## src/rtl/assert_macros.svh

```systemverilog
// Assertion macros shared by the RTL files.
`ifndef ASSERT_MACROS_SVH
`define ASSERT_MACROS_SVH

`ifndef SYNTHESIS
// Clocked check, held off while reset is asserted (active-low reset).
`define PFC_ASSERT(lbl, clk, rstn, prop) \
    lbl: assert property (@(posedge clk) disable iff (!(rstn)) prop) \
        else $error("assertion failed");
// Clocked check that also holds during reset.
`define PFC_ASSERT_ALWAYS(lbl, clk, prop) \
    lbl: assert property (@(posedge clk) prop) \
        else $error("assertion failed");
`else
`define PFC_ASSERT(lbl, clk, rstn, prop)
`define PFC_ASSERT_ALWAYS(lbl, clk, prop)
`endif

`endif

```

## src/rtl/pfc_isqrt.sv

```systemverilog
// Pipelined floor square root, one root bit per stage.
module pfc_isqrt #(
    parameter int IN_W = 36
) (
    input  logic                      aclk,
    input  logic                      en,
    input  logic [IN_W-1:0]           radicand,
    output logic [(IN_W+1)/2-1:0]     root
);
    localparam int ROOT_W  = (IN_W + 1) / 2;
    localparam int TRIAL_W = 2 * ROOT_W + 1;

    logic [IN_W-1:0]   rem_next  [ROOT_W];
    logic [ROOT_W-1:0] root_next [ROOT_W];
    logic [IN_W-1:0]   rem_reg   [ROOT_W];
    logic [ROOT_W-1:0] root_reg  [ROOT_W];

    for (genvar k = 0; k < ROOT_W; k++) begin : g_stage
        localparam int J = ROOT_W - 1 - k;
        logic [IN_W-1:0]    rem_cur;
        logic [ROOT_W-1:0]  root_cur;
        logic [TRIAL_W-1:0] trial;
        logic               fits;

        if (k == 0) begin : g_first
            assign rem_cur  = radicand;
            assign root_cur = '0;
        end else begin : g_next
            assign rem_cur  = rem_reg[k-1];
            assign root_cur = root_reg[k-1];
        end

        // (r + 2^J)^2 - r^2 = r*2^(J+1) + 2^(2J)
        assign trial = (TRIAL_W'(root_cur) << (J + 1)) + (TRIAL_W'(1) << (2 * J));
        assign fits  = (TRIAL_W'(rem_cur) >= trial);
        assign rem_next[k]  = fits ? IN_W'(TRIAL_W'(rem_cur) - trial) : rem_cur;
        assign root_next[k] = fits ? (root_cur | (ROOT_W'(1) << J)) : root_cur;
    end

    always_ff @(posedge aclk) begin
        if (en) begin
            for (int k = 0; k < ROOT_W; k++) begin
                rem_reg[k]  <= rem_next[k];
                root_reg[k] <= root_next[k];
            end
        end
    end

    assign root = root_reg[ROOT_W-1];

endmodule

```

## config.mk

```make
export PLATFORM = sky130hd
export DESIGN_NAME = pfc_isqrt
export DESIGN_NICKNAME = d
export VERILOG_FILES = /design/src/rtl/assert_macros.svh /design/src/rtl/pfc_isqrt.sv
export SDC_FILE = /design/constraint.sdc
export NUM_CORES = 1
export LEC_CHECK = 0
export BUFFER_PORTS_ARGS = -buffer_cell sky130_fd_sc_hd__buf_2
export CORE_MARGIN = 2
export CORE_UTILIZATION = 50
export DETAILED_ROUTE_END_ITERATION = 8
export PLACE_DENSITY = 0.74
export REMOVE_ABC_BUFFERS = 1
export SLEW_MARGIN = 20
export SYNTH_ARGS = -nofsm -noshare
export SYNTH_HDL_FRONTEND = slang
export SYNTH_SLANG_ARGS = --single-unit
```

## constraint.sdc

```tcl
create_clock -name aclk -period 8.8 [get_ports aclk]
set_input_delay 1.32 -clock aclk [delete_from_list [all_inputs] [get_ports aclk]]
set_output_delay 1.32 -clock aclk [all_outputs]
set_load 0.005 [all_outputs]
```

==> impl_results.md <==
- Pwr dens: about 240 nW/um^2
- Area leader, netlist: edfxtp_1
- Period utilization: 0.434
- RSZ-0062 raised after global routing: no
- Post-synthesis sequential area ratio: 0.643
- Synthesized area: ~37000 um^2
- # diodes: 0
- Vias per cell: roughly 5.6
- Initial Utilization: 0.503
- Post-synth EDFFs: 783
- Setup TNS: 0 ps
- Asr flop ratio synth: 0
- Crit-path leading delay family: simple AND/OR/NAND/NOR gates
- Drt first pass iters: 7
- Post-synthesis cell type count: 79
- GRT Total Usage: 0.193
- # placed instances: 3805
- Avg Cell Area, Syn: 13.0 um^2
- Net total in the final layout: approximately 3.2k
- Setup crit start kind: flop
- Clk pin slew, worst setup/hold paths: approximately 60 ps
- Final antenna-violating net count: 0
- Crit-path cells: ha_1 > or4b_2 > nor4_1 > a41oi_1 > nand3_1 > nor2_1 > a211oi_1 > nand4b_1 > xnor2_1
- Worst-Skew Late Latency: ~650 ps
- Critical Path RT: ~9000 ps
- Inserted Clock Buffers: 82
- Final weighted congestion of routability-driven global placement: just over 0.9
- CTS tree: built
- Pin count of the biggest net entering global routing: between 200 and 250
- Top FF cell, synth: edfxtp_1
- Clock root buffer: clkbuf_16
- Die extent in y: 275 um
- Worst hold path class: flop to flop
- Slew Viols, Final: 0
- Routed via count: between 20k and 25k
- Slowest stage delay, CP: between 600 and 700 ps
- Yosys reg bits: just under 800
- Die W: around 270 um
- Cts hold-fix bufs: 0
- Clock sinks: around 780
- H-tree depth: 3
- YS warnings: 0
- I/O Pins: between 50 and 60
- Drt wl/cell: 18.3 um
- Core Area: 72700 um^2
- Arrival @ worst endpoint: between 4000 and 5000 ps
- Crit-path max FO: 6
- Max clock buf depth: 3
- Kind of critical path: flop to flop
- Setup Buffers After CTS: 0
- Number of max-cap violations: 0
- DP Wirelength: 51.8 mm
- Peak Freq: approximately 260 MHz
- Measured slew at the worst slew-check pin: approximately 1100 ps
- Area Growth Syn to Fin: 11.7%
- Die ar.: approximately 75000 um^2
- Share of the synthesized area in the top cell type: 0.643
- Clock skew: 37.9 ps
- IO buf count: 55
- VDD IR max: approximately 0.21 mV
- Pleak: around 15 nW
- Most area-consuming cells after synthesis: edfxtp_1 (64%), ha_1 (6.3%), xor2_1 (3.4%)
- Proportion of layout cells with a drive suffix above 1: 0.0789
- Post-layout min period: 3820 ps
- Setup Viol. Count Final: 0
- Worst Path Buf+Inv: 0
- Fin cells: around 4.0k
- Grt ovf: 0
- Initial antenna violation count: 0
- Slew HR: 0.289
- Outcome: completed
- Mapped Cells: 2812
- Post-synth top cells: edfxtp_1 (783), inv_1 (230), nand2_1 (211), ha_1 (185), o21ai_0 (165)
- First-pass GRT wire length: 116 mm
- Crit-path slowest cell: nor4_1
- Via count of the first global-routing pass: 22.8k
- Max reg flops: around 600
- 1st-iter DRT viols: between 1.5k and 2k
- Cell Rows: 99
- DRT Wirelength: between 70 and 80 mm
- Post-cts resize count: 0
- DRC errors left: 0
- Fin. Hold Viols: 0
- Crit path capture type: flop
- Most frequent cell after synthesis: edfxtp_1
## cell usage in the layout (no fill, tap or decap), types with 42 or more instances in the layout
cell type | Yosys | layout
edfxtp_1 | 783 | 783
inv_1 | 230 | 230
nand2_1 | 211 | 211
ha_1 | 185 | 185
o21ai_0 | 165 | 165
xor2_1 | 144 | 144
nor2_1 | 141 | 141
a21oi_1 | 116 | 115
xnor2_1 | 99 | 99
nor4_1 | 99 | 98
clkbuf_16 | 0 | 83
nor3_1 | 82 | 82
buf_2 | 2 | 54
nand2b_1 | 42 | 42
## routing by layer
layer	vias to the layer above	GRT usage	routed length [um]
li1	10800	-	-
met1	10700	0.190	25800
met2	537	0.385	40500
met3	194	0.0297	2440
met4	0	0.0984	3490
met5	-	0	0
## through the flow
| step | hold slack (ps) | utilization | power, W | area [um^2] | setup slack (ps) |
|---|---|---|---|---|---|
| final | 434 | 0.562 | 0.00994 | 40900 | 4980 |
| after global placement | 423 | 0.524 | 0.00643 | 38100 | 5050 |
| after CTS | 432 | 0.561 | 0.00999 | 40800 | 4840 |
| after global routing | 447 | 0.562 | 0.0104 | 40900 | 4770 |
| after detailed placement | 428 | 0.524 | 0.00651 | 38100 | 4900 |
| after floorplan | 417 | - | 0.00602 | 36400 | 4400 |
## report_power, final
| group | internal, W | switching, W | leakage, nW |
|---|---|---|---|
| combinational | 0.000636 | 0.000867 | 6.51 |
| clock | 0.00204 | 0.00143 | 1.32 |
| sequential | 0.00467 | 0.000303 | 7.50 |
| total | 0.00734 | 0.00260 | 15.3 |
## final cells by class
type	count	area [um^2]
multi-input combinational	1760	12100
inverter	232	873
clock buffer	97	2130
timing repair buffer	73	498
clock inverter	48	591
tap	959	1200
sequential	783	23500
fill	5611	31800
## logic make-up after synthesis
logic type	synth area share
flip-flops	0.643
AND/OR/NAND/NOR	0.115
adder cells (fa/ha/maj)	0.0633
XOR/XNOR	0.0582
multiplexers	0.00701
buffers and inverters	0.0282
AO/OA/AOI/OAI	0.0858
## worst reg2reg max path, stage by stage (launching register included)
cell and delay [ps]:
edfxtp_1 390, ha_1 390, or4b_2 610, nor4_1 670, a41oi_1 270, nand3_1 150, nor2_1 60, a211oi_1 630
nand4b_1 190, xnor2_1 180
## path summary, 6_finish.rpt
check / start / endpoint / slack, ps / cells past startpoint
setup / recovery: rem_reg[10][15]$_DFFE_PP_ / rem_reg[11][31]$_DFFE_PP_ / 4980 / 9
hold / removal: root_reg[14][5]$_DFFE_PP_ / root_reg[15][5]$_DFFE_PP_ / 430 / 0
setup reg to reg: rem_reg[10][15]$_DFFE_PP_ / rem_reg[11][31]$_DFFE_PP_ / 4980 / 9
hold reg to reg: root_reg[14][5]$_DFFE_PP_ / root_reg[15][5]$_DFFE_PP_ / 430 / 0
Note: power is estimated with default switching activity, not from simulation.
