--- src/rtl/assert_macros.svh ---
// Assertion macros shared by the RTL files.
`ifndef ASSERT_MACROS_SVH
`define ASSERT_MACROS_SVH

`ifndef SYNTHESIS
// Clocked check, held off while reset is asserted (active-low reset).
`define PFC_ASSERT(lbl, clk, rstn, prop) \
    lbl: assert property (@(posedge clk) disable iff (!(rstn)) prop) \
        else $error("assertion failed");
// Clocked check that also holds during reset.
`define PFC_ASSERT_ALWAYS(lbl, clk, prop) \
    lbl: assert property (@(posedge clk) prop) \
        else $error("assertion failed");
`else
`define PFC_ASSERT(lbl, clk, rstn, prop)
`define PFC_ASSERT_ALWAYS(lbl, clk, prop)
`endif

`endif

--- src/rtl/pfc_pkg.sv ---
// Shared types and constants for the Pareto fitness compare unit.
package pfc_pkg;

    localparam int OBJ_SLOTS   = 4;   // objective slots per vector in a transaction
    localparam int CFG_W       = 3;
    localparam logic [CFG_W-1:0] CFG_RESET = 3'd4;
    localparam int RESULT_W    = 17;
    localparam int OUT_TDATA_W = 40;

    // per-lane comparison of one objective
    typedef struct packed {
        logic le;
        logic lt;
        logic eq;
    } pfc_cmp_t;

    // merged verdict over all active lanes
    typedef struct packed {
        logic dominates;
        logic equal;
    } pfc_verdict_t;

endpackage

--- src/rtl/pfc_merge.sv ---
// Merges lane results: dominance/equality verdict and sums of squares.
module pfc_merge #(
    parameter int LANES = 4,
    parameter int SQ_W  = 34
) (
    input  logic                    aclk,
    input  logic                    en,
    input  pfc_pkg::pfc_cmp_t       cmp     [LANES],
    input  logic [SQ_W-1:0]         dist_sq [LANES],
    input  logic [SQ_W-1:0]         norm_sq [LANES],
    output pfc_pkg::pfc_verdict_t   verdict,
    output logic [SQ_W+1:0]         dist_sum,
    output logic [SQ_W+1:0]         norm_sum
);
    localparam int SUM_W = SQ_W + 2;

    pfc_pkg::pfc_verdict_t verdict_next;
    logic [SUM_W-1:0]      dist_next;
    logic [SUM_W-1:0]      norm_next;

    pfc_pkg::pfc_verdict_t verdict_reg;
    logic [SUM_W-1:0]      dist_sum_reg;
    logic [SUM_W-1:0]      norm_sum_reg;

    always_comb begin
        logic all_le;
        logic any_lt;
        logic all_eq;
        all_le    = 1'b1;
        any_lt    = 1'b0;
        all_eq    = 1'b1;
        dist_next = '0;
        norm_next = '0;
        for (int i = 0; i < LANES; i++) begin
            all_le    = all_le & cmp[i].le;
            any_lt    = any_lt | cmp[i].lt;
            all_eq    = all_eq & cmp[i].eq;
            dist_next = dist_next + SUM_W'(dist_sq[i]);
            norm_next = norm_next + SUM_W'(norm_sq[i]);
        end
        verdict_next.dominates = all_le & any_lt;
        verdict_next.equal     = all_eq;
    end

    always_ff @(posedge aclk) begin
        if (en) begin
            verdict_reg  <= verdict_next;
            dist_sum_reg <= dist_next;
            norm_sum_reg <= norm_next;
        end
    end

    assign verdict  = verdict_reg;
    assign dist_sum = dist_sum_reg;
    assign norm_sum = norm_sum_reg;

endmodule

--- config.mk ---
export PLATFORM = sky130hd
export DESIGN_NAME = pfc_merge
export DESIGN_NICKNAME = d
export VERILOG_FILES = /design/src/rtl/assert_macros.svh /design/src/rtl/pfc_pkg.sv /design/src/rtl/pfc_merge.sv
export SDC_FILE = /design/constraint.sdc
export NUM_CORES = 1
export LEC_CHECK = 0
export BUFFER_PORTS_ARGS = -buffer_cell sky130_fd_sc_hd__buf_2
export CAP_MARGIN = 20
export CELL_PAD_IN_SITES_DETAIL_PLACEMENT = 2
export CELL_PAD_IN_SITES_GLOBAL_PLACEMENT = 2
export CORE_MARGIN = 4
export CORE_UTILIZATION = 30
export DETAILED_ROUTE_END_ITERATION = 7
export PLACE_DENSITY = 0.88
export SLEW_MARGIN = 20
export SYNTH_ARGS = -nofsm -noshare
export SYNTH_HDL_FRONTEND = slang
export SYNTH_SLANG_ARGS = --single-unit
--- constraint.sdc ---
create_clock -name aclk -period 4.94 [get_ports aclk]
set_clock_uncertainty 0.05 [all_clocks]
set_input_delay 0.988 -clock aclk [delete_from_list [all_inputs] [get_ports aclk]]
set_output_delay 0.988 -clock aclk [all_outputs]
set_load 0.02 [all_outputs]
==> flow_summary_export.csv <==
group,metric,value,unit
run_status,outcome,"finished clean",
floorplan,floorplan.initialDensity,0.3060,
finish,final_common_cell,"sky130_fd_sc_hd__inv_1",
setup_path,cp.required,5030,ps
job,max_cap_violations,0,
drt,vias_per_cell,4.747,
timing,max_slew_margin,0.5078,
worst_hold_path,min_path_cells,2,
yosys,number_of_unique_standard_cell_types_used_by_synthesis,69,
drt,drtAntennaViolNets,0,
drt,drc_errors,0,
drt,dr.pass1.iters,5,
drt,routed_wire_length_per_instance,19.55,um
setup_path,critical_path.n_buffers_inverters,2,
timing,fmaxAchievable,213.7,MHz
yosys,synth_edf_count,74,
drt,initialDrtViolationCount,386,
global_route,grt_remaining_overflow,0,
setup_path,critical_path.max_fanout,7,
yosys,yosysWarningCount,0,
timing,tcrit_tclk_final,0.9472,
clock_network,clk_pin_slew,70,ps
finish,final_cell_count_no_fill,1945,
finish,final_layout_size_suffix_gt1_frac,0.2627,
place,post-place-cells,1928,
finish,fillers,3891,
yosys,ys_async_sr_fraction,0,
setup_path,timing.critical_path.cells,"buf_2 > fa_1 > fa_1 > ha_1 > inv_1 > fa_1 > nor2b_2 > o211ai_1 > a31oi_2 > o211ai_2 > a2111oi_4 > nor4_1 > a2111oi_2",
finish,finalNetCount,1983,
yosys,synthesis.area,10310,sq um
yosys,ffs_latches_synth,74,
timing,setup_ws,260.7,ps
timing,hold-worst-slack,899.2,ps
timing,finalSetupViolCount,0,
setup_path,start_kind,"input pin",
pwr,p_per_area,441.6,nW/um^2
clock_network,number_of_h_tree_levels,3,
global_route,grt_use_total,0.1998,
floorplan,die_width,193.4,um
pwr,power.static_leakage,7.024,nW
timing,finalHoldViolations,0,
yosys,syn_avg_cell_area,9.013,sq um
clock_network,cts_tree,"done",
floorplan,die_h,193.4,um
setup_path,worst_path_max_delay_cell,"sky130_fd_sc_hd__a2111oi_4",
finish,area_delta_synth_final,24.40,%
yosys,most_instantiated_flip_flop_cell_in_the_synthesis_netlist,"sky130_fd_sc_hd__edfxtp_1",
yosys,sequential_area_share_after_synthesis,0.2155,
finish,multi_input_comb_area,6520,sq um
clock_network,post_cts_buffers,0,
timing,worstMarginPinSlew,738.3,ps
floorplan,core_region_area,33700,sq um
pwr,power.total,5.665,mW
place,pre_cts_ws,-65.89,ps
place,post-dp-hpwl,33510,um
global_route,grt_antenna_before_repair,1,
setup_path,most_prevalent_standard_cell_on_the_critical_path,"sky130_fd_sc_hd__fa_1",
yosys,synthesis.nets,1636,
global_route,grt_start_max_net_pins,48,
setup_path,setup.worst_path.end_class,"register",
clock_network,root_buffer,"sky130_fd_sc_hd__clkbuf_16",
clock_network,number_of_clock_buffers_inserted_by_tritoncts,9,
place,gp_routability_congestion,0.8075,
global_route,grt_first_pass_wirelength,60060,um
setup_path,setup.worst_path.class,"in2reg",
setup_path,arrival,4770,ps
finish,mostFrequentLayoutCells,"sky130_fd_sc_hd__inv_1 (375), sky130_fd_sc_hd__buf_2 (358), sky130_fd_sc_hd__fa_1 (136)",
yosys,postSynthCellCount,1144,
setup_path,cpLargestDelayFamily,"adder cells",
floorplan,ioPinCount,360,
timing,rsz0062_at_grt,"false",
timing,shortest_clock_period_the_worst_path_allows_after_layout,4679,ps
setup_path,cp_num_cells,13,
floorplan,fp-row-count,67,
timing,finalMaxSlewViolations,0,
global_route,number_of_global_route_vias_before_repair,11030,
floorplan,total_die_area,37400,sq um
clock_network,clkSinkCount,74,
setup_path,critPathMaxStageDelay,630,ps
finish,ff_latch_area,2222,sq um
place,placement.io_buffers,359,
clock_network,max-clock-path-buffers,2,
timing,setup_total_negative_slack,0,ps
drt,detail_route.wirelength,38030,um
drt,detailroute.via_count,9232,
clock_network,ctsHoldBuffers,0,
clock_network,post_cts.resized_instances,0,
pwr,peakVddDrop,138.1,uV
worst_hold_path,min_path_type,"in2reg",
## stage by stage
step | cell area (sq um) | util
2_1_floorplan | 10310 | -
3_3_place_gp | 12560 | 0.3728
3_5_place_dp | 12560 | 0.3728
4_1_cts | 12820 | 0.3806
5_1_grt | 12830 | 0.3806
6_report | 12830 | 0.3806
## cell families after synthesis
family | count (synthesis) | share of synthesized area
AOI/OAI and AO/OA | 218 | 0.1448
buffers and inverters | 405 | 0.1522
xor gates and xnor gates | 53 | 0.04502
and+or+nand+nor | 186 | 0.09161
muxes | 2 | 0.001942
DFF | 74 | 0.2155
adders and majority gates | 206 | 0.3490
## layout make-up
| class | count | share of cell area |
|---|---|---|
| Timing Repair Buffer | 366 | 0.1444 |
| Clock inverter | 6 | 0.002634 |
| Sequential cell | 74 | 0.1732 |
| Tap cell | 448 | 0.04370 |
| Inverter | 375 | 0.1097 |
| Multi-Input combinational cell | 665 | 0.5083 |
| Antenna cell | 1 | 0.0001951 |
| Clock buffer | 10 | 0.01785 |
## metal layers
layer,up-vias,wire [um],GRT usage
met3,58,1510,0.03270
met2,266,20440,0.3804
met1,4597,15020,0.2276
li1,4311,-,-
met5,-,0,0
met4,0,1057,0.06189
## Yosys cell counts, types with 7 or more instances
cell | number | area [sq um]
sky130_fd_sc_hd__and4_1 | 9 | 78.83
sky130_fd_sc_hd__clkbuf_1 | 16 | 60.06
sky130_fd_sc_hd__and3_1 | 10 | 62.56
sky130_fd_sc_hd__xnor2_1 | 37 | 324.1
sky130_fd_sc_hd__buf_2 | 8 | 40.04
sky130_fd_sc_hd__xor2_1 | 16 | 140.1
sky130_fd_sc_hd__nand3_1 | 20 | 100.1
sky130_fd_sc_hd__ha_1 | 70 | 875.8
sky130_fd_sc_hd__o211ai_1 | 9 | 67.56
sky130_fd_sc_hd__nand2b_1 | 7 | 43.79
sky130_fd_sc_hd__nand4_1 | 15 | 93.84
sky130_fd_sc_hd__a21o_1 | 39 | 292.8
sky130_fd_sc_hd__nor2_1 | 43 | 161.4
sky130_fd_sc_hd__a21oi_1 | 56 | 280.3
sky130_fd_sc_hd__nand2_1 | 39 | 146.4
sky130_fd_sc_hd__o21ai_0 | 33 | 165.2
sky130_fd_sc_hd__nor3_1 | 19 | 95.09
sky130_fd_sc_hd__edfxtp_1 | 74 | 2222
sky130_fd_sc_hd__a211oi_1 | 8 | 60.06
sky130_fd_sc_hd__inv_1 | 375 | 1408
sky130_fd_sc_hd__o21bai_1 | 13 | 97.59
sky130_fd_sc_hd__fa_1 | 136 | 2723
sky130_fd_sc_hd__a31oi_1 | 7 | 43.79
## power by group
group | leakage (nW) | internal [mW] | switching [mW] | total (mW)
registers | 0.724 | 1.14 | 0.0880 | 1.22
logic | 6.17 | 1.42 | 2.39 | 3.80
clock network | 0.127 | 0.337 | 0.300 | 0.637
total | 7.02 | 2.89 | 2.77 | 5.67
## worst paths after layout
path                         start                endpoint  slack, ps
worst max-delay path    norm_sq[1]  norm_sum[29]$_DFFE_PP_        260
worst min-delay path  norm_sq[102]   norm_sum[0]$_DFFE_PP_        900
Power figures use the tool's default switching activity.
