$ cat src/rtl/assert_macros.svh
// Assertion macros shared by the RTL files.
`ifndef ASSERT_MACROS_SVH
`define ASSERT_MACROS_SVH

`ifndef SYNTHESIS
// Clocked check, held off while reset is asserted (active-low reset).
`define PFC_ASSERT(lbl, clk, rstn, prop) \
    lbl: assert property (@(posedge clk) disable iff (!(rstn)) prop) \
        else $error("assertion failed");
// Clocked check that also holds during reset.
`define PFC_ASSERT_ALWAYS(lbl, clk, prop) \
    lbl: assert property (@(posedge clk) prop) \
        else $error("assertion failed");
`else
`define PFC_ASSERT(lbl, clk, rstn, prop)
`define PFC_ASSERT_ALWAYS(lbl, clk, prop)
`endif

`endif

$ cat src/rtl/pfc_pkg.sv
// Shared types and constants for the Pareto fitness compare unit.
package pfc_pkg;

    localparam int OBJ_SLOTS   = 4;   // objective slots per vector in a transaction
    localparam int CFG_W       = 3;
    localparam logic [CFG_W-1:0] CFG_RESET = 3'd4;
    localparam int RESULT_W    = 17;
    localparam int OUT_TDATA_W = 40;

    // per-lane comparison of one objective
    typedef struct packed {
        logic le;
        logic lt;
        logic eq;
    } pfc_cmp_t;

    // merged verdict over all active lanes
    typedef struct packed {
        logic dominates;
        logic equal;
    } pfc_verdict_t;

endpackage

$ cat src/rtl/pfc_lane.sv
// One objective lane: compare, magnitudes, then squares.
module pfc_lane #(
    parameter int OBJ_W = 16
) (
    input  logic                    aclk,
    input  logic                    en,
    input  logic                    active,
    input  logic [OBJ_W-1:0]        a,
    input  logic [OBJ_W-1:0]        b,
    output pfc_pkg::pfc_cmp_t       cmp,
    output logic [2*OBJ_W+1:0]      dist_sq,
    output logic [2*OBJ_W+1:0]      norm_sq
);
    localparam int SQ_W = 2 * OBJ_W + 2;

    logic [OBJ_W:0]       diff;
    logic [OBJ_W:0]       dmag;
    logic [OBJ_W-1:0]     amag;
    pfc_pkg::pfc_cmp_t    cmp_next;

    pfc_pkg::pfc_cmp_t    cmp_a_reg;
    logic [OBJ_W:0]       dmag_reg;
    logic [OBJ_W-1:0]     amag_reg;

    logic [SQ_W-1:0]      dprod;
    logic [2*OBJ_W-1:0]   aprod;
    pfc_pkg::pfc_cmp_t    cmp_reg;
    logic [SQ_W-1:0]      dist_sq_reg;
    logic [SQ_W-1:0]      norm_sq_reg;

    assign diff = {a[OBJ_W-1], a} - {b[OBJ_W-1], b};
    assign dmag = diff[OBJ_W] ? (~diff + 1'b1) : diff;
    assign amag = a[OBJ_W-1] ? (~a + 1'b1) : a;

    always_comb begin
        // an inactive lane is neutral for every reduction
        cmp_next.le = 1'b1;
        cmp_next.lt = 1'b0;
        cmp_next.eq = 1'b1;
        if (active) begin
            cmp_next.le = ($signed(a) <= $signed(b));
            cmp_next.lt = ($signed(a) <  $signed(b));
            cmp_next.eq = (a == b);
        end
    end

    always_ff @(posedge aclk) begin
        if (en) begin
            cmp_a_reg <= cmp_next;
            dmag_reg  <= active ? dmag : '0;
            amag_reg  <= active ? amag : '0;
        end
    end

    assign dprod = dmag_reg * dmag_reg;
    assign aprod = amag_reg * amag_reg;

    always_ff @(posedge aclk) begin
        if (en) begin
            cmp_reg     <= cmp_a_reg;
            dist_sq_reg <= dprod;
            norm_sq_reg <= SQ_W'(aprod);
        end
    end

    assign cmp     = cmp_reg;
    assign dist_sq = dist_sq_reg;
    assign norm_sq = norm_sq_reg;

endmodule

$ cat config.mk
export PLATFORM = sky130hd
export DESIGN_NAME = pfc_lane
export DESIGN_NICKNAME = d
export VERILOG_FILES = /design/src/rtl/assert_macros.svh /design/src/rtl/pfc_pkg.sv /design/src/rtl/pfc_lane.sv
export SDC_FILE = /design/constraint.sdc
export NUM_CORES = 1
export LEC_CHECK = 0
export BUFFER_PORTS_ARGS = -buffer_cell sky130_fd_sc_hd__buf_4
export CAP_MARGIN = 25
export CORE_MARGIN = 4
export CORE_UTILIZATION = 59
export CTS_CLUSTER_DIAMETER = 120
export DETAILED_ROUTE_END_ITERATION = 10
export PLACE_DENSITY = 0.79
export SYNTH_ARGS = -nofsm -noshare
export SYNTH_HDL_FRONTEND = slang
export SYNTH_SLANG_ARGS = --single-unit
$ cat constraint.sdc
create_clock -name aclk -period 5.85 [get_ports aclk]
set_input_delay 0.8775 -clock aclk [delete_from_list [all_inputs] [get_ports aclk]]
set_output_delay 0.8775 -clock aclk [all_outputs]
set_load 0.005 [all_outputs]
==> reports/results.ini, run 1 <==
[global_route]
grt_start_max_net_pins = 62
grt_pass1_vias = 16800
grt_pass1_wl_mm = 78.3
track_usage_pct = 26.3
antenna_found_initial = 0
grt_overflow = 0

[final_layout]
n_fill_cell = 2347
drive_gt1_share_pct = 23.0
num_antenna_cells = 0
largest_reg_flops = 33
final_cell_count_no_fill = 2861
area_delta_synth_final_pct = 20.7
nNetsFinal = 3028

[floorplanning]
die_area_mm2 = 0.0371
fp-row-count = 67
fp.coreArea_mm2 = 0.0335
die_x_um = 193
ios = 106
start_util_pct = 59.9
die_h_um = 193

[critical_path]
path_cells = and2_1, fa_1, fa_1, fa_1, fa_1, fa_1, inv_1, fa_1, inv_1, ha_4, a21o_1, a21oi_1, o21a_2, o21ai_2, or4_4, o221a_4, o31ai_4, buf_4, o21ai_1, xor2_1
path_max_fanout = 7
start_kind = flip-flop
critPathRequiredTime_ns = 5.99
end_kind = flip-flop
slowest_delay_ns = 0.58
slowest_stage = fa_1
worst_ep_arrival_time_ns = 6.42
crit_type = flip-flop to flip-flop
cp_common_cell = fa_1

[yosys]
synth_async_sr_flop_share_pct = 0
synth_edf_count = 103
synth_top_area_share_pct = 35.4
synth.avg_cell_area_um2 = 9.66
synth_seq_area_share_pct = 15.4
ys_types = 74
syn_inst = 2081
synth_area_leader_cell = fa_1
yosys_warnings = 0
synth.area.top_cells = fa_1, edfxtp_1, ha_1
synthesis.area_mm2 = 0.0201
synth_top_flop_cell = edfxtp_1
ys_ff_latch = 103

[min_path]
holdCritPathClass = flip-flop to flip-flop

[cts]
cts.sinks = 103
root_buffer = clkbuf_16
htree_levels = 3
clk_latency_ns = 0.38
clockBufferDepth = 2
cts_tree = built
cts_buffers = 9
clkTransAtPathRegs_ns = 0.08

[drt]
vias = 15300
vias_per_cell = 5.33
postRouteWirelength_mm = 46.8
firstDrtPassIters = 5
wl_per_cell_um = 16.4
ant_nets = 0
drtIter0Drc = 713
drcViolationCount = 0

[placement]
place_congestion = 0.940
pre_cts_slack_ns = -0.539
place_hpwl_mm = 38.6
port_buffers = 101
dp_cells = 2796

[outcome]
status = finished, violations left
violations = negative setup slack

[sta]
finalCritPeriodShare_pct = 107
tightest_slew_ns = 1.00
min_period_ns = 6.28
finalSetupViolations = 16
setup_ws_ns = -0.430
drv_slew = 0
final-hold-violation-count = 0
finalClockSkew_ns = 0.0168
maxSlewHeadroom_pct = 32.9
fmax_mhz = 159
rsz0062_at_grt = yes

[run]
drv_cap = 0

## layout make-up
type                       instances  area, µm²  area share (%)
inverter                         532       2000            8.25
tap                              448        561            2.31
multi-input combinational       1401      15500            63.9
clock buffer                       9        225           0.929
sequential                       103       3090            12.8
timing repair buffer             361       2810            11.6
clock inverter                     7       78.8           0.325
## layer usage
metal / wire (µm) / global-route usage [%] / vias to the layer above
li1: - / - / 7067
met1: 19100 / 34.1 / 7656
met2: 24200 / 46.2 / 438
met3: 2420 / 3.78 / 102
met4: 1170 / 7.41 / 0
met5: 0 / 0 / -
## stage by stage
stage | instance area (µm²) | hold WS [ns] | setup TNS (ns) | util [%]
after floorplan | 20400 | 0.400 | -0.253 | -
after global placement | 22900 | 0.404 | -3.16 | 68.4
after detailed placement | 22900 | 0.415 | -5.47 | 68.4
after CTS | 23700 | 0.431 | -2.63 | 70.7
after global routing | 24200 | 0.439 | -8.12 | 72.3
final | 24200 | 0.431 | -3.66 | 72.3
## timing repair
action / 4_1_cts / 5_1_grt
buffers inserted: 30 / 19
endpoints found under the setup margin: 23 / 30
hold buffers: 0 / 0
gates cloned: 0 / 0
pin swaps: 54 / 82
gates resized for setup: 77 / 103
## cells by family (layout without fill, tap and decap cells)
| logic type | after synthesis | count (layout) | synth area share (%) |
|---|---|---|---|
| AO/OA/AOI/OAI | 221 | 221 | 7.29 |
| XOR/XNOR | 108 | 108 | 4.78 |
| adder cells (fa/ha/maj) | 585 | 585 | 49.7 |
| buffers and inverters | 580 | 909 | 11.0 |
| flip-flops | 103 | 103 | 15.4 |
| multiplexers | 7 | 7 | 0.367 |
| other | 1 | 4 | 0.0187 |
| AND/OR/NAND/NOR | 476 | 476 | 11.5 |
## worst max-delay path: cells and delay by family, from the launching register on
family | cells | cell delay (ns)
DFF | 1 | 0.53
and+or+nand+nor | 2 | 0.69
AOI/OAI and AO/OA | 7 | 1.22
adders and majority gates | 7 | 3.18
xor gates and xnor gates | 1 | 0.14
buffers and inverters | 3 | 0.26
## cell usage after synthesis (7+ instances only)
library cell	number
inv_1	532
fa_1	355
ha_1	230
nand2_1	179
and2_1	104
edfxtp_1	103
nor2_1	95
xnor2_1	71
a21oi_1	70
clkbuf_1	40
xor2_1	35
o21ai_0	32
a21o_1	31
nor2b_1	18
o21a_1	14
nand2b_1	13
nand3_1	11
or2_2	10
nor3_1	9
nand4_1	8
o21bai_1	8
a31oi_1	7
or3_1	7
## layout by cell type (no fill, tap or decap), drive strengths merged, types with 9 or more instances in the layout
| master | synthesis | layout |
|---|---|---|
| a21o | 31 | 31 |
| a21oi | 73 | 73 |
| and2 | 105 | 105 |
| buf | 7 | 360 |
| clkbuf | 41 | 10 |
| edfxtp | 103 | 103 |
| fa | 355 | 355 |
| ha | 230 | 230 |
| inv | 532 | 534 |
| nand2 | 181 | 181 |
| nand2b | 13 | 13 |
| nand3 | 12 | 12 |
| nor2 | 95 | 95 |
| nor2b | 19 | 19 |
| nor3 | 9 | 9 |
| o21a | 15 | 15 |
| o21ai | 39 | 39 |
| or2 | 10 | 10 |
| xnor2 | 72 | 72 |
| xor2 | 36 | 36 |
## final timing paths
kind / to / depth (start not counted) / slack [ns] / from
worst max-delay path: norm_sq[30] / 20 / -0.43 / amag_reg[11]
worst min-delay path: cmp[2] / 0 / 0.43 / cmp_a_reg[2]
worst max register to register: norm_sq[30] / 20 / -0.43 / amag_reg[11]
worst min register to register: cmp[2] / 0 / 0.43 / cmp_a_reg[2]
Power of run 1 is not shown: default switching activity piles up to over one toggle a cycle in this logic, so the estimate is an artifact.
==> run 2, diff against run 1 <==
- MAX_ROUTING_LAYER: default -> met4
==> reports/results.ini, run 2 (synthesis gave the netlist of run 1 again) <==
[sta]
finalCritPeriodShare_pct = 107
maxSlewHeadroom_pct = 32.4
drv_slew = 0
fmax_mhz = 160
setup_ws_ns = -0.419
finalSetupViolations = 14
finalClockSkew_ns = 0.0160
final-hold-violation-count = 0
rsz0062_at_grt = yes
whs_ns = 0.422
tightest_slew_ns = 1.01
min_period_ns = 6.27

[placement]
place_hpwl_mm = 38.8
port_buffers = 101
place_congestion = 0.941
pre_cts_slack_ns = -0.445

[critical_path]
end_kind = flip-flop
slowest_stage = edfxtp_1
start_kind = flip-flop
slowest_delay_ns = 0.60
path_cells = and2_4, inv_2, fa_1, inv_2, fa_1, inv_2, fa_1, inv_2, fa_2, fa_1, inv_1, fa_1, inv_2, ha_4, a21oi_4, o21a_1, o21a_1, o21ai_2, or4_4, o221a_4, o31ai_4, nand2b_1, a21oi_2, xnor2_1
worst_ep_arrival_time_ns = 6.41
critPathRequiredTime_ns = 5.99
path_max_fanout = 8
crit_type = flip-flop to flip-flop

[final_layout]
nNetsFinal = 3047
drive_gt1_share_pct = 24.4
largest_reg_flops = 33
layout_commonest_cell = inv_1
most-common-layout-cells = inv_1, buf_4, fa_1
n_fill_cell = 2318
num_antenna_cells = 0
area_delta_synth_final_pct = 21.8
post-route-util_pct = 73.0

[global_route]
grt_start_max_net_pins = 56
grt_overflow = 0
met2_usage_pct = 47.2
antenna_found_initial = 0
grt_pass1_vias = 17000
use_met1_pct = 34.3
grt_pass1_wl_mm = 79.5
track_usage_pct = 27.7
use_met3_pct = 3.42
grt-busiest-layer = met2

[drt]
vias_per_cell = 5.39
drtIter0Drc = 954
firstDrtPassIters = 6
drcViolationCount = 0
postRouteWirelength_mm = 48.9
wl_per_cell_um = 17.0
ant_nets = 0
vias = 15500

[cts]
cts.sinks = 103
cts_hold_buf = 0
cts_tree = built
root_buffer = clkbuf_16
clkTransAtPathRegs_ns = 0.08
htree_levels = 3
cts_buffers = 9
clk_latency_ns = 0.39
clockBufferDepth = 2

[floorplanning]
die_h_um = 193
ios = 106
die_x_um = 193
start_util_pct = 59.9
die_area_mm2 = 0.0371
fp-row-count = 67
fp.coreArea_mm2 = 0.0335

[outcome]
status = finished, violations left
violations = negative setup slack

[run]
drv_cap = 0

[min_path]
holdCritPathClass = flip-flop to flip-flop

run 2: layout make-up:
cell class / instances / area [µm²] / area share [%]
inverters: 532 / 2000 / 8.17
repair buffers: 380 / 2970 / 12.1
clock buffers: 10 / 229 / 0.936
well taps: 448 / 561 / 2.29
multi-input cells: 1401 / 15600 / 63.5
flip-flops and latches: 103 / 3090 / 12.6
clock inverters: 6 / 68.8 / 0.281
run 2: stage by stage:
step	cells	cell area, µm²	setup TNS, ns
6_report	2880	24500	-3.84
5_1_grt	2880	24500	-8.46
4_1_cts	2850	23900	-2.19
3_5_place_dp	2796	22900	-4.74
3_3_place_gp	2796	22900	-3.34
2_1_floorplan	2084	20400	-0.253
run 2: what timing repair did:
item	4_1_cts	5_1_grt
resized for setup	94	111
pin swaps	64	67
setup endpoints to repair	21	30
buffers inserted	39	29
run 2: final timing paths:
kind / from / to / slack (ns) / depth (start not counted)
setup reg to reg: amag_reg[6] / norm_sq[28] / -0.42 / 24
hold reg to reg: cmp_a_reg[2] / cmp[2] / 0.42 / 0
setup / recovery: amag_reg[6] / norm_sq[28] / -0.42 / 24
hold / removal: cmp_a_reg[2] / cmp[2] / 0.42 / 0
run 2: per-layer routing:
layer  share of wire [%]  wire, µm
met1                  39     19200
met2                  52     25300
met3                 5.4      2660
met4                 3.7      1790
met5                   0         0
run 2: critical path, delay by kind of cell, from the launching register on:
kind | cells | cell delay, ns
compound gates | 7 | 1.18
fa+ha+maj | 7 | 3.12
xor+xnor | 1 | 0.09
simple gates | 3 | 0.77
buf+inv | 6 | 0.26
flops | 1 | 0.60
Power of run 2 is left out for the same reason.
